<file path="config.mk">
export PLATFORM = sky130hd
export DESIGN_NAME = lppr_ctrl
export DESIGN_NICKNAME = d
export VERILOG_FILES = /design/src/design/lppr_pkg.sv /design/src/design/lppr_ctrl.sv
export SDC_FILE = /design/constraint.sdc
export NUM_CORES = 1
export LEC_CHECK = 0
export ABC_AREA = 1
export BUFFER_PORTS_ARGS = -buffer_cell sky130_fd_sc_hd__buf_2
export CAP_MARGIN = 20
export CELL_PAD_IN_SITES_DETAIL_PLACEMENT = 0
export CELL_PAD_IN_SITES_GLOBAL_PLACEMENT = 1
export CORE_UTILIZATION = 25
export CTS_BUF_LIST = sky130_fd_sc_hd__clkbuf_4 sky130_fd_sc_hd__clkbuf_8 sky130_fd_sc_hd__clkbuf_16
export DETAILED_ROUTE_END_ITERATION = 10
export PLACE_DENSITY = 0.58
export SYNTH_ARGS = -nofsm -noshare
export SYNTH_HDL_FRONTEND = slang
export SYNTH_SLANG_ARGS = --single-unit
</file>
<file path="constraint.sdc">
create_clock -name clk_i -period 1.3 [get_ports clk_i]
set_input_delay 0.195 -clock clk_i [delete_from_list [all_inputs] [get_ports clk_i]]
set_output_delay 0.195 -clock clk_i [all_outputs]
set_load 0.01 [all_outputs]
</file>
<file path="src/design/lppr_pkg.sv">
// lppr_pkg: shared types and constants for the pose-registered lidar point filter
// no dependencies
`default_nettype none
package lppr_pkg;
  localparam logic [1:0] CMD_ODOM  = 2'd0;
  localparam logic [1:0] CMD_CLOUD = 2'd1;
  localparam logic [1:0] CMD_POINT = 2'd2;

  localparam logic [2:0] REG_MODE   = 3'd0;
  localparam logic [2:0] REG_OVH    = 3'd1;
  localparam logic [2:0] REG_CULLEN = 3'd2;
  localparam logic [2:0] REG_CULL   = 3'd3;
  localparam logic [2:0] REG_BLANK  = 3'd4;
  localparam logic [2:0] REG_WIN    = 3'd5;

  localparam logic [47:0] ONE_SECOND_US = 48'd1000000;
  localparam logic signed [17:0] Q16_ONE = 18'sd65536;
  localparam logic [62:0] DR2_MAX = {63{1'b1}};

  // datapath operations issued by the controller
  typedef enum logic [2:0] {
    OP_NONE, OP_WRITE, OP_SCAN, OP_PICK, OP_NUM, OP_DIV, OP_POINT
  } op_e;

  typedef struct packed {
    op_e        op;
    logic       scan_first;
    logic [3:0] rot_idx;
  } lppr_cmd_t;

  typedef struct packed {
    logic div_done;
    logic scan_done;
    logic pt_busy;
  } lppr_stat_t;
endpackage
`default_nettype wire

</file>
<file path="src/design/lppr_ctrl.sv">
// lppr_ctrl: sequencer for odometry writes, history scan, rotation build and points
// depends on lppr_pkg
`default_nettype none
module lppr_ctrl
  import lppr_pkg::*;
(
  input  wire logic       clk_i,
  input  wire logic       rst_ni,
  input  wire logic       in_valid_i,
  input  wire logic [1:0] cmd_i,
  output logic            in_stall_o,
  input  wire logic       out_busy_i,
  input  lppr_stat_t      stat_i,
  output lppr_cmd_t       cmd_o
);
  typedef enum logic [2:0] {S_IDLE, S_SCAN, S_PICK, S_NUM, S_DIV} state_e;
  state_e state_q;
  logic [3:0] idx_q;
  logic first_q;
  logic take;

  // points wait while an earlier point is in the pipe or held at the output
  always_comb begin
    in_stall_o = (state_q != S_IDLE) ||
                 ((out_busy_i || stat_i.pt_busy) && cmd_i == CMD_POINT);
  end
  assign take = in_valid_i && !in_stall_o;

  always_comb begin
    cmd_o = '{op: OP_NONE, scan_first: first_q, rot_idx: idx_q};
    case (state_q)
      S_IDLE: begin
        if (take && cmd_i == CMD_ODOM) cmd_o.op = OP_WRITE;
        else if (take && cmd_i == CMD_POINT) cmd_o.op = OP_POINT;
        else if (take && cmd_i == CMD_CLOUD) begin
          cmd_o.op = OP_SCAN;
          cmd_o.scan_first = 1'b1;
        end
      end
      S_SCAN: cmd_o.op = OP_SCAN;
      S_PICK: cmd_o.op = OP_PICK;
      S_NUM:  cmd_o.op = OP_NUM;
      S_DIV:  cmd_o.op = OP_DIV;
      default: cmd_o.op = OP_NONE;
    endcase
  end

  always_ff @(posedge clk_i or negedge rst_ni) begin
    if (!rst_ni) begin
      state_q <= S_IDLE;
      idx_q <= '0;
      first_q <= 1'b0;
    end else begin
      first_q <= 1'b0;
      case (state_q)
        S_IDLE: if (take && cmd_i == CMD_CLOUD) state_q <= S_SCAN;
        S_SCAN: if (stat_i.scan_done) state_q <= S_PICK;
        S_PICK: begin
          idx_q <= '0;
          state_q <= S_NUM;
        end
        S_NUM: state_q <= S_DIV;
        S_DIV: if (stat_i.div_done) begin
          if (idx_q == 4'd8) state_q <= S_IDLE;
          else begin
            idx_q <= idx_q + 4'd1;
            state_q <= S_NUM;
          end
        end
        default: state_q <= S_IDLE;
      endcase
    end
  end

  assert property (@(posedge clk_i) disable iff (!rst_ni)
    state_q == S_DIV && stat_i.div_done && idx_q == 4'd8 |=> state_q == S_IDLE)
    else $error("rotation build did not finish");
  assert property (@(posedge clk_i) disable iff (!rst_ni)
    state_q != S_IDLE |-> in_stall_o)
    else $error("input taken during cloud start");
  assert property (@(posedge clk_i) disable iff (!rst_ni)
    idx_q <= 4'd8)
    else $error("rotation index out of range");
endmodule
`default_nettype wire

</file>
==> Flow_metrics.wiki, run 1 <==
{| class="wikitable"
! Metric !! Value
|-
| Starting DRC count in detailed routing || 11
|-
| Final worst setup slack || -0.2188 ns
|-
| Post-route design area || 829.5 sq um
|-
| Drt wl/cell || 9.313 microns
|-
| Min-Delay Path Class || primary input to flip-flop
|-
| Drt total wl || 1248 microns
|-
| Synth Area in Simple Gates || 0.4265
|-
| Worst Setup Start Kind || flip-flop
|-
| Share of synthesized registers carrying an async set or reset || 1.000
|-
| First-pass GRT wire length || 2001 microns
|-
| Cell type contributing the most total cell area after synthesis || dfrtp_1
|-
| Total Nets Final || 119
|-
| Overall global routing resource usage || 0.1285
|-
| Setup TNS Final || -0.9696 ns
|-
| Final routed DRC violation total || 0
|-
| Biggest fanout along the worst timing path || 5
|-
| Post-synthesis instance total || 73
|-
| Number of pins exceeding their max-slew limit in the final report || 0
|-
| Dpl hpwl || 950.4 microns
|-
| Die width || 47.96 microns
|-
| Insertion delay to the later sink of the worst-skew pair || 0.25 ns
|-
| Antenna diode count || 0
|-
| Cell Pwr Density || 1651 mW/mm^2
|-
| Synthesis-stage register bit count || 7
|-
| DR vias || 559
|-
| Adder-cell area share of the yosys netlist || 0.04739
|-
| Number of global-route vias before repair || 505
|-
| Antenna violations before repair || 0
|-
| Reg-to-reg critical path endpoint || state_q[0]$_DFFE_PN0P_
|-
| Layout cells sized above 1 || 0.4860
|-
| Worst-case headroom to the max-slew limit || 0.8649
|-
| Top cell types by occurrence after synthesis || nand2_1 (15), inv_1 (11), nor2_1 (10)
|-
| Number of buffers on the longest clock path || 2
|-
| Unrepaired setup endpoints after global routing || true
|-
| Total area of multi-input combinational cells || 342.8 sq um
|-
| Y dimension of the die || 47.96 microns
|-
| Startpoint-to-endpoint class of the critical path || flip-flop to primary output
|-
| Count of buffers from port buffering || 17
|-
| Number of routed nets with antenna violations || 0
|-
| Core Util, Final || 0.4186
|-
| Clock tree sinks || 7
|-
| Peak ir drop on the vdd network || 0.9541 mV
|-
| Share of synthesized area occupied by flip-flops and latches || 0.3318
|-
| Min-Delay Path Depth || 3
|-
| Layout fillers || 203
|-
| DP Area || 691.9 sq um
|-
| Max-cap viol count || 0
|-
| Mean number of vias per cell || 4.172
|-
| Area of the core || 0.001982 sq mm
|-
| Number of buffers created by CTS || 3
|-
| Total area of sequential cells || 178.9 sq um
|-
| Post-synthesis compound-gate area fraction || 0.06872
|-
| Violations in the final reports || negative setup slack
|-
| Final number of hold-violating endpoints || 0
|-
| Worst setup slack for register-to-register paths || 0 ns
|-
| Actual transition at the worst max-transition pin || 0.2020 ns
|-
| Effective utilization at floorplan || 0.2664
|-
| Clock tree from TritonCTS || yes
|-
| Outcome || complete, but fails checks
|-
| Dominant combinational cell family by area after synthesis || simple AND/OR/NAND/NOR gates
|-
| Critical Path AT || 1.32 ns
|-
| Synth cell types || 23
|-
| Avg Cell Area, Syn || 7.233 sq um
|-
| Area added between synthesis and finish || 57.11%
|-
| Worst setup endpoint || in_stall_o
|-
| I/O pin total || 18
|-
| Number of nets in the synthesized netlist || 84
|-
| Clock transition at path regs || 0.05 ns
|-
| Tcrit/Tclk final || 1.168
|-
| Number of enable-type register cells in the synthesized netlist || 0
|-
| Mux cell area share after synthesis || 0
|-
| Top cells by area, synth || dfrtp_1 (33%), nand2_1 (11%), inv_1 (7.8%)
|-
| CP Data Required Time || 1.11 ns
|-
| Static leakage power || 0.4614 nW
|-
| CTS H-Tree Depth || 1
|-
| Register-to-Register Path Depth || 7
|-
| Pre-antenna DRT Iters || 4
|-
| Gr ovfl total || 0
|-
| Root buffer cell || clkbuf_4
|-
| Dominant cell by count in the synthesized netlist || nand2_1
|-
| Number of endpoints failing setup at the final stage || 5
|-
| Placer Congestion || 0.7128
|-
| Post-synthesis share of cell area spent on xor and xnor gates || 0.03318
|-
| Mapped Area || 528.0 sq um
|-
| Fraction of synthesized cell area taken by the top area cell type || 0.3318
|-
| Maximum number of pins on one net before global-route repair || 8
|-
| Top achievable clock speed || 658.4 MHz
|-
| Main flop type after synthesis || dfrtp_1
|-
| Number of rows created at floorplan || 16
|-
| Beginning of the critical path || state_q[1]$_DFFE_PN0P_
|-
| Reg-to-Reg Start || state_q[1]$_DFFE_PN0P_
|-
| Die area || 0.002300 sq mm
|-
| Worst Clk Skew || 0.004935 ns
|-
| Final min period || 1.519 ns
|-
| Syn. warnings || 0
|-
| Nature of the critical path endpoint || primary output
|-
| Dpl ws || -0.01141 ns
|}
## kinds of logic (layout without fill, tap and decap cells)
family	after synthesis	in the layout
AO/OA/AOI/OAI	6	6
XOR/XNOR	2	2
adder cells (fa/ha/maj)	2	2
buffers and inverters	13	47
flip-flops	7	7
AND/OR/NAND/NOR	43	43
## stage by stage
stage / std cells / total power, mW / hold slack, ns
3_5_place_dp: 123 / 0.9296 / 0.03650
6_report: 134 / 1.370 / 0.2778
4_1_cts: 130 / 1.217 / 0.2727
5_1_grt: 134 / 1.492 / 0.2997
2_1_floorplan: 73 / 0.6905 / -0.1006
3_3_place_gp: 123 / 0.9356 / 0.04138
## timing repair
item                                    4_1_cts  5_1_grt
endpoints found under the hold margin         7        0
setup buffers                                 2        4
pin swaps                                     3        6
resized for setup                             6        8
hold buffers                                  1        0
endpoints found under the setup margin        6       11
## how the worst min path moves through the flow
stage / startpoint / end / slack, ns
finish: stat_i[2] / state_q[2]$_DFFE_PN0P_ / 0.28
global route: stat_i[2] / state_q[2]$_DFFE_PN0P_ / 0.30
CTS: stat_i[2] / state_q[2]$_DFFE_PN0P_ / 0.27
detailed placement: rst_ni / idx_q[0]$_DFFE_PN0P_ / 0.04
global placement: rst_ni / idx_q[0]$_DFFE_PN0P_ / 0.04
floorplan: rst_ni / idx_q[0]$_DFFE_PN0P_ / -0.10
## cell usage in the layout (no fill, tap or decap), drive strengths merged
cell type and instances:
nand4 3, nand3b 2, inv 13, xor2 1
dlygate4sd3 1, o21ai 5, nor2 12, dfrtp 7
ha 2, nand3 6, nor3 1, buf 29
clkbuf 4, and2 1, o21bai 1, xnor2 1
nand2 18
## flip-flops by register name, indices dropped and copies added, names as in the netlist
signal   cells
idx_q        4
state_q      3
## critical path: stages, from the launching register on
cell and delay, ns:
dfrtp_2 0.45, nor3_4 0.23, buf_4 0.15, buf_6 0.09
nand2_2 0.04, buf_6 0.11
## final cells by class
class / count / area share
multi-input combinational: 53 / 0.4133
tap: 27 / 0.04072
sequential: 7 / 0.2157
clock buffer: 4 / 0.03620
inverter: 13 / 0.05882
timing repair buffer: 30 / 0.2353
## report_power, final
part           switching [mW]  total (mW)  internal, mW
Clock                  0.0785       0.216         0.138
Sequential             0.0666       0.330         0.264
Combinational           0.399       0.823         0.424
Total                   0.544        1.37         0.825
## metal layers
metal / track usage / part of all wire / up-vias
met1: 0.1625 / 0.49 / 240
met3: 0.03396 / 0.050 / 2
met4: 0.05000 / 0.010 / 0
li1: - / - / 302
met2: 0.2081 / 0.45 / 15
met5: 0 / 0 / -
Power figures use the tool's default switching activity.
==> inputs of run 2 (changes only) <==
- ABC_AREA: 1 -> 0
- PLACE_DENSITY: 0.58 -> 0.57
==> run 2 against run 1 <==
Compared with the run above:
- the run still ends with negative setup slack left
- worst setup slack worse by 0.18 ns
- count of clock-buffer cells in the layout stayed put
- register-to-register slack worse by 0.40 ns
- clock power hardly changed
- global-route usage is 1.4 points higher
- maximum frequency is 10% lower
- clock skew is 0.0039 ns lower
- non-clock buffer count is 11 higher
- combinational power is 99% higher
- cell count stayed put
- synthesized cell count is 9.6% lower
- largest cell class unchanged
==> Flow_metrics.wiki, run 2 <==
{| class="wikitable"
! Metric !! Value
|-
| Startpoint-to-endpoint class of the critical path || flip-flop to flip-flop
|-
| Worst-case headroom to the max-slew limit || 0.7591
|-
| Critical Path AT || 1.87 ns
|-
| Number of global-route vias before repair || 537
|-
| Register bank with the most flops || idx_q
|-
| Maximum number of pins on one net before global-route repair || 11
|-
| Reg-to-reg critical path endpoint || idx_q[2]$_DFFE_PN0P_
|-
| Tcrit/Tclk final || 1.304
|-
| Die width || 47.80 microns
|-
| First-pass GRT wire length || 2304 microns
|-
| Number of enable-type register cells in the synthesized netlist || 0
|-
| Area of the core || 0.001962 sq mm
|-
| Final routed DRC violation total || 0
|-
| Net Switching || 0.9150 mW
|-
| Area added between synthesis and finish || 88.31%
|-
| Static leakage power || 0.4418 nW
|-
| Register-to-Register Path Depth || 6
|-
| Total Nets Final || 119
|-
| Number of endpoints failing setup at the final stage || 11
|-
| Top achievable clock speed || 589.8 MHz
|-
| Nature of the critical path endpoint || flip-flop
|-
| Top cell types by occurrence after synthesis || dfrtp_1 (7), a21oi_1 (6), nand2_1 (6)
|-
| Biggest regs || idx_q (4), state_q (3)
|-
| Fraction of synthesized cell area taken by the top area cell type || 0.3341
|-
| Most frequent standard cell in the layout excluding fill and tap cells || buf_2
|-
| Non-filler instance count after layout || 134
|-
| Placer Congestion || 0.7246
|-
| Worst Clk Skew || 0.0009852 ns
|-
| Pre-antenna DRT Iters || 3
|-
| Cell Pwr Density || 2253 mW/mm^2
|-
| Synth cell types || 28
|-
| CP Data Required Time || 1.47 ns
|-
| Biggest fanout along the worst timing path || 4
|-
| Cell type contributing the most total cell area after synthesis || dfrtp_1
|-
| Count of buffers from port buffering || 17
|-
| Post-Route Hold Slack || 0.2371 ns
|-
| Overall global routing resource usage || 0.1421
|-
| CTS H-Tree Depth || 1
|-
| Internal Pwr Total || 1.309 mW
|-
| Layout cells sized above 1 || 0.6636
|-
| Main flop type after synthesis || dfrtp_1
|-
| Drt wl/cell || 12.04 microns
|-
| Number of routed nets with antenna violations || 0
|-
| Root buffer cell || clkbuf_4
|-
| Share of synthesized registers carrying an async set or reset || 1.000
|-
| Drt total wl || 1614 microns
|-
| Reg-to-Reg Start || idx_q[0]$_DFFE_PN0P_
|-
| Y dimension of the die || 47.80 microns
|-
| Gr ovfl total || 0
|-
| Number of buffers created by CTS || 3
|-
| Min-Delay Path Class || primary input to flip-flop
|-
| Number of nets in the synthesized netlist || 77
|-
| Share of synthesized area occupied by flip-flops and latches || 0.3341
|-
| Clock tree from TritonCTS || yes
|-
| Outcome || complete, but fails checks
|-
| Post-synthesis instance total || 66
|-
| Part of the power in registers || 0.168
|-
| Mean number of vias per cell || 4.537
|-
| Avg Cell Area, Syn || 7.943 sq um
|-
| Antenna violations before repair || 0
|-
| Number of buffers on the longest clock path || 2
|-
| Max-cap viol count || 0
|-
| Effective utilization at floorplan || 0.2672
|-
| Final number of hold-violating endpoints || 0
|-
| Starting DRC count in detailed routing || 11
|-
| Mapped Area || 524.3 sq um
|-
| Synthesis-stage register bit count || 7
|-
| Highest-count cells in the layout ignoring fill and taps || buf_2 (18), buf_4 (12), buf_6 (10)
|-
| Unrepaired setup endpoints after global routing || true
|-
| Final worst setup slack || -0.3955 ns
|-
| Worst Setup Start Kind || flip-flop
|-
| Flip-flop count of the largest register, all copies and words added || 4
|-
| Worst setup slack for register-to-register paths || -0.40 ns
|-
| Beginning of the critical path || idx_q[0]$_DFFE_PN0P_
|-
| Number of pins exceeding their max-slew limit in the final report || 0
|-
| Final min period || 1.696 ns
|-
| Peak ir drop on the vdd network || 1.039 mV
|-
| Syn. warnings || 0
|-
| Switching Fraction || 0.4113
|-
| Gate power share || 0.735
|-
| I/O pin total || 18
|-
| Antenna diode count || 0
|-
| Clock transition at path regs || 0.05 ns
|-
| Clock tree sinks || 7
|-
| Dpl hpwl || 1025 microns
|-
| Worst setup endpoint || idx_q[2]$_DFFE_PN0P_
|-
| Die area || 0.002284 sq mm
|-
| Clock power share || 0.097
|-
| Placed cells || 118
|-
| Top cells by area, synth || dfrtp_1 (33%), a21oi_1 (5.7%), ha_1 (4.8%)
|-
| Actual transition at the worst max-transition pin || 0.3606 ns
|-
| Dominant cell by count in the synthesized netlist || dfrtp_1
|-
| DR vias || 608
|-
| Violations in the final reports || negative setup slack
|-
| Number of rows created at floorplan || 16
|-
| Insertion delay to the later sink of the worst-skew pair || 0.24 ns
|}
==> run 2: logic make-up (layout without fill, tap and decap cells) <==
kind of cell,count (synthesis),after routing,synth area share
xor+xnor,1,1,0.01671
flops,7,7,0.3341
buf+inv,9,50,0.07161
compound gates,17,17,0.1909
simple gates,30,30,0.3389
fa+ha+maj,2,2,0.04773
==> run 2: critical path: stages (launching register included) <==
cell and delay [ns]:
dfrtp_2 0.36, inv_2 0.05, ha_4 0.15, nor4bb_1 0.12, or4_4 0.50, or3_4 0.34, a21oi_2 0.12
==> run 2: worst min path at each step <==
stage,endpoint,start,cells after the start
after detailed placement,idx_q[3]$_DFFE_PN0P_,rst_ni,1
after global routing,state_q[1]$_DFFE_PN0P_,stat_i[1],3
after global placement,idx_q[3]$_DFFE_PN0P_,rst_ni,1
final,state_q[1]$_DFFE_PN0P_,stat_i[1],3
after floorplan,idx_q[0]$_DFFE_PN0P_,rst_ni,0
after CTS,state_q[0]$_DFFE_PN0P_,stat_i[1],4
==> run 2: per-layer routing <==
layer,GRT usage,wire length [microns]
met5,0,0
met4,0.03333,20
met3,0.02264,33
met2,0.2189,754
met1,0.2068,806
==> run 2: cell type report <==
class                      count  area (sq um)
clock buffer                   4         30.03
fill                         195         974.7
inverter                       5         18.77
multi-input combinational     50         422.9
sequential                     7         178.9
tap                           27         33.78
timing repair buffer          41         302.8
==> run 2: what timing repair did <==
item | in CTS | in global routing
gates cloned | 1 | 1
endpoints found under the hold margin | 7 | 0
setup endpoints to repair | 9 | 9
buffers inserted | 6 | 4
hold buffers | 1 | 0
gates resized for setup | 17 | 25
pin swaps | 5 | 5
==> run 2: power by group through the flow <==
stage / logic, mW / clock network (mW) / registers [mW]
6_report: 1.64 / 0.216 / 0.373
5_1_grt: 1.75 / 0.239 / 0.378
4_1_cts: 1.36 / 0.225 / 0.349
3_5_place_dp: 0.975 / 0 / 0.347
3_3_place_gp: 0.982 / 0 / 0.346
2_1_floorplan: 0.627 / 0 / 0.337
==> run 2: through the flow <==
step / power, mW / cell area (sq um) / setup WS [ns] / utilization / setup TNS, ns
after floorplan: 0.9644 / 534.3 / -0.4512 / - / -1.296
after global placement: 1.328 / 724.4 / -0.3616 / 0.3693 / -1.303
after detailed placement: 1.322 / 724.4 / -0.4050 / 0.3693 / -1.346
after CTS: 1.935 / 880.8 / -0.3941 / 0.4490 / -2.445
after global routing: 2.371 / 987.2 / -0.4636 / 0.5032 / -2.734
final: 2.225 / 987.2 / -0.3955 / 0.5032 / -2.253
==> inputs of run 3 (changes only) <==
- BUFFER_PORTS_ARGS: -buffer_cell sky130_fd_sc_hd__buf_2 -> -buffer_cell sky130_fd_sc_hd__buf_4
- CORE_MARGIN: default -> 4
==> run 3 against run 2 <==
Compared with the run above:
- the run still ends with negative setup slack left
- clock power hardly changed
- routed wire length fell by 8.9%
- worst setup slack about the same
- sequential power is 6.4% lower
- largest cell class unchanged
- largest power group unchanged
==> Flow_metrics.wiki, run 3 (synthesis results as in run 2) <==
{| class="wikitable"
! Metric !! Value
|-
| Flip-flop count of the largest register, all copies and words added || 4
|-
| First-pass GRT wire length || 2539 microns
|-
| Overall global routing resource usage || 0.1256
|-
| Clock transition at path regs || 0.05 ns
|-
| Startpoint-to-endpoint class of the critical path || flip-flop to flip-flop
|-
| Total Nets Final || 113
|-
| Worst-case headroom to the max-slew limit || 0.7404
|-
| Min-Delay Path Class || primary input to flip-flop
|-
| Y dimension of the die || 53.80 microns
|-
| Outcome || complete, but fails checks
|-
| Most frequent standard cell in the layout excluding fill and tap cells || buf_4
|-
| Tcrit/Tclk final || 1.305
|-
| Count of buffers from port buffering || 17
|-
| CTS H-Tree Depth || 1
|-
| Post-Route Hold Slack || 0.2245 ns
|-
| Non-filler instance count after layout || 128
|-
| Power consumption || 2.028 mW
|-
| Register-to-Register Path Depth || 6
|-
| Final worst setup slack || -0.3959 ns
|-
| Root buffer cell || clkbuf_4
|-
| Min-Delay Path Depth || 4
|-
| Pre-antenna DRT Iters || 3
|-
| Critical Path AT || 1.87 ns
|-
| Number of buffers on the longest clock path || 2
|-
| Peak ir drop on the vdd network || 0.8755 mV
|-
| Hold_sp || stat_i[1]
|-
| CP Data Required Time || 1.48 ns
|-
| Violations in the final reports || negative setup slack
|-
| Final number of hold-violating endpoints || 0
|-
| Worst Clk Skew || 0.003470 ns
|-
| Worst Setup Start Kind || flip-flop
|-
| Clock tree sinks || 7
|-
| Placer Congestion || 0.7054
|-
| Core Util, Final || 0.4678
|-
| Number of rows created at floorplan || 16
|-
| Worst setup slack for register-to-register paths || -0.40 ns
|-
| Area added between synthesis and finish || 76.85%
|-
| Reg-to-Reg Start || idx_q[1]$_DFFE_PN0P_
|-
| Layout cells sized above 1 || 0.5347
|-
| Number of pins exceeding their max-slew limit in the final report || 0
|-
| Nature of the critical path endpoint || flip-flop
|-
| Die width || 53.80 microns
|-
| Highest-count cells in the layout ignoring fill and taps || buf_4 (29), dfrtp_1 (6), buf_6 (5)
|-
| Cell Pwr Density || 2187 mW/mm^2
|-
| Number of routed nets with antenna violations || 0
|-
| Biggest fanout along the worst timing path || 4
|-
| Setup TNS Final || -2.113 ns
|-
| Biggest regs || idx_q (4), state_q (3)
|-
| Register bank with the most flops || idx_q
|-
| Crit-path slowest cell || or4_4
|-
| Final routed DRC violation total || 0
|-
| Die area || 0.002894 sq mm
|-
| Number of endpoints failing setup at the final stage || 9
|-
| Mean number of vias per cell || 4.586
|-
| Starting DRC count in detailed routing || 4
|-
| I/O pin total || 18
|-
| Number of global-route vias before repair || 598
|-
| Actual transition at the worst max-transition pin || 0.3840 ns
|-
| Antenna diode count || 0
|-
| Dpl hpwl || 1124 microns
|-
| Number of buffers created by CTS || 3
|-
| Unrepaired setup endpoints after global routing || true
|-
| Area of the core || 0.001982 sq mm
|-
| Top achievable clock speed || 589.6 MHz
|-
| Max-cap viol count || 0
|-
| Peak per-stage delay on the critical path || 0.50 ns
|-
| Reg-to-reg critical path endpoint || idx_q[2]$_DFFE_PN0P_
|-
| Gr ovfl total || 0
|-
| Insertion delay to the later sink of the worst-skew pair || 0.25 ns
|-
| Static leakage power || 0.4122 nW
|-
| Placed cells || 119
|-
| Final min period || 1.696 ns
|-
| Cell Chain, Critical Path || inv_2, ha_4, nor4bb_1, or4_4, or3_1, a21oi_2
|-
| Antenna violations before repair || 0
|-
| DR vias || 587
|-
| Clock tree from TritonCTS || yes
|-
| Effective utilization at floorplan || 0.2645
|-
| Worst Hold End || state_q[0]$_DFFE_PN0P_
|-
| Drt total wl || 1470 microns
|-
| Drt wl/cell || 11.48 microns
|-
| Maximum number of pins on one net before global-route repair || 10
|}
-- run 3: changes by cell type in the layout (fill, tap and decap cells not counted), moves of 2 or more --
cell / change
dfrtp_2: -2
a21oi_2: -3
buf_4: +17
buf_6: -5
a21oi_1: +3
dfrtp_1: +2
buf_2: -18
-- run 3: critical path, delay by kind of cell (launching register included) --
kind	cells	cell delay, ns
AO/OA/AOI/OAI	1	0.12
adder cells (fa/ha/maj)	1	0.15
buffers and inverters	1	0.05
AND/OR/NAND/NOR	3	0.95
flip-flops	1	0.35
-- run 3: what timing repair did --
action	CTS	global route
pin swaps	0	2
endpoints found under the setup margin	9	9
buffers inserted	3	1
endpoints found under the hold margin	7	0
hold buffers	1	0
gates resized for setup	13	10
-- run 3: cell type report --
class                           instances  area (sq um)
Fill cell                             216          1055
Multi-Input combinational cell         50         384.1
Timing Repair Buffer                   35         284.0
Sequential cell                         7         176.4
Tap cell                               27         33.78
Clock buffer                            4         30.03
Inverter                                5         18.77
-- run 3: worst max path at each step --
stage                     cells after the start                  from              endpoint
after global routing                          6  idx_q[1]$_DFFE_PN0P_  idx_q[2]$_DFFE_PN0P_
final                                         6  idx_q[1]$_DFFE_PN0P_  idx_q[2]$_DFFE_PN0P_
after global placement                        6  idx_q[0]$_DFFE_PN0P_  idx_q[2]$_DFFE_PN0P_
after CTS                                     6  idx_q[1]$_DFFE_PN0P_  idx_q[2]$_DFFE_PN0P_
after detailed placement                      6  idx_q[0]$_DFFE_PN0P_  idx_q[3]$_DFFE_PN0P_
after floorplan                               6  idx_q[1]$_DFFE_PN0P_  idx_q[3]$_DFFE_PN0P_
-- run 3: power breakdown --
group          internal (mW)  leakage, nW  switching, mW  total (mW)
combinational          0.801        0.302          0.661        1.46
sequential             0.287       0.0917         0.0619       0.349
clock                  0.138       0.0184         0.0789       0.217
total                   1.23        0.412          0.801        2.03
-- run 3: layer usage --
metal	track usage	share of wire	vias to the layer above
li1	-	-	308
met1	0.1445	0.47	261
met3	0.01939	0.046	2
met2	0.2097	0.46	16
met5	0	0	-
met4	0.08936	0.021	0
-- run 3: through the flow --
stage	area, sq um	setup WS, ns
final	927.1	-0.3959
after global routing	927.1	-0.4503
after CTS	885.9	-0.4099
after detailed placement	774.5	-0.4094
after global placement	774.5	-0.3833
after floorplan	534.3	-0.4512
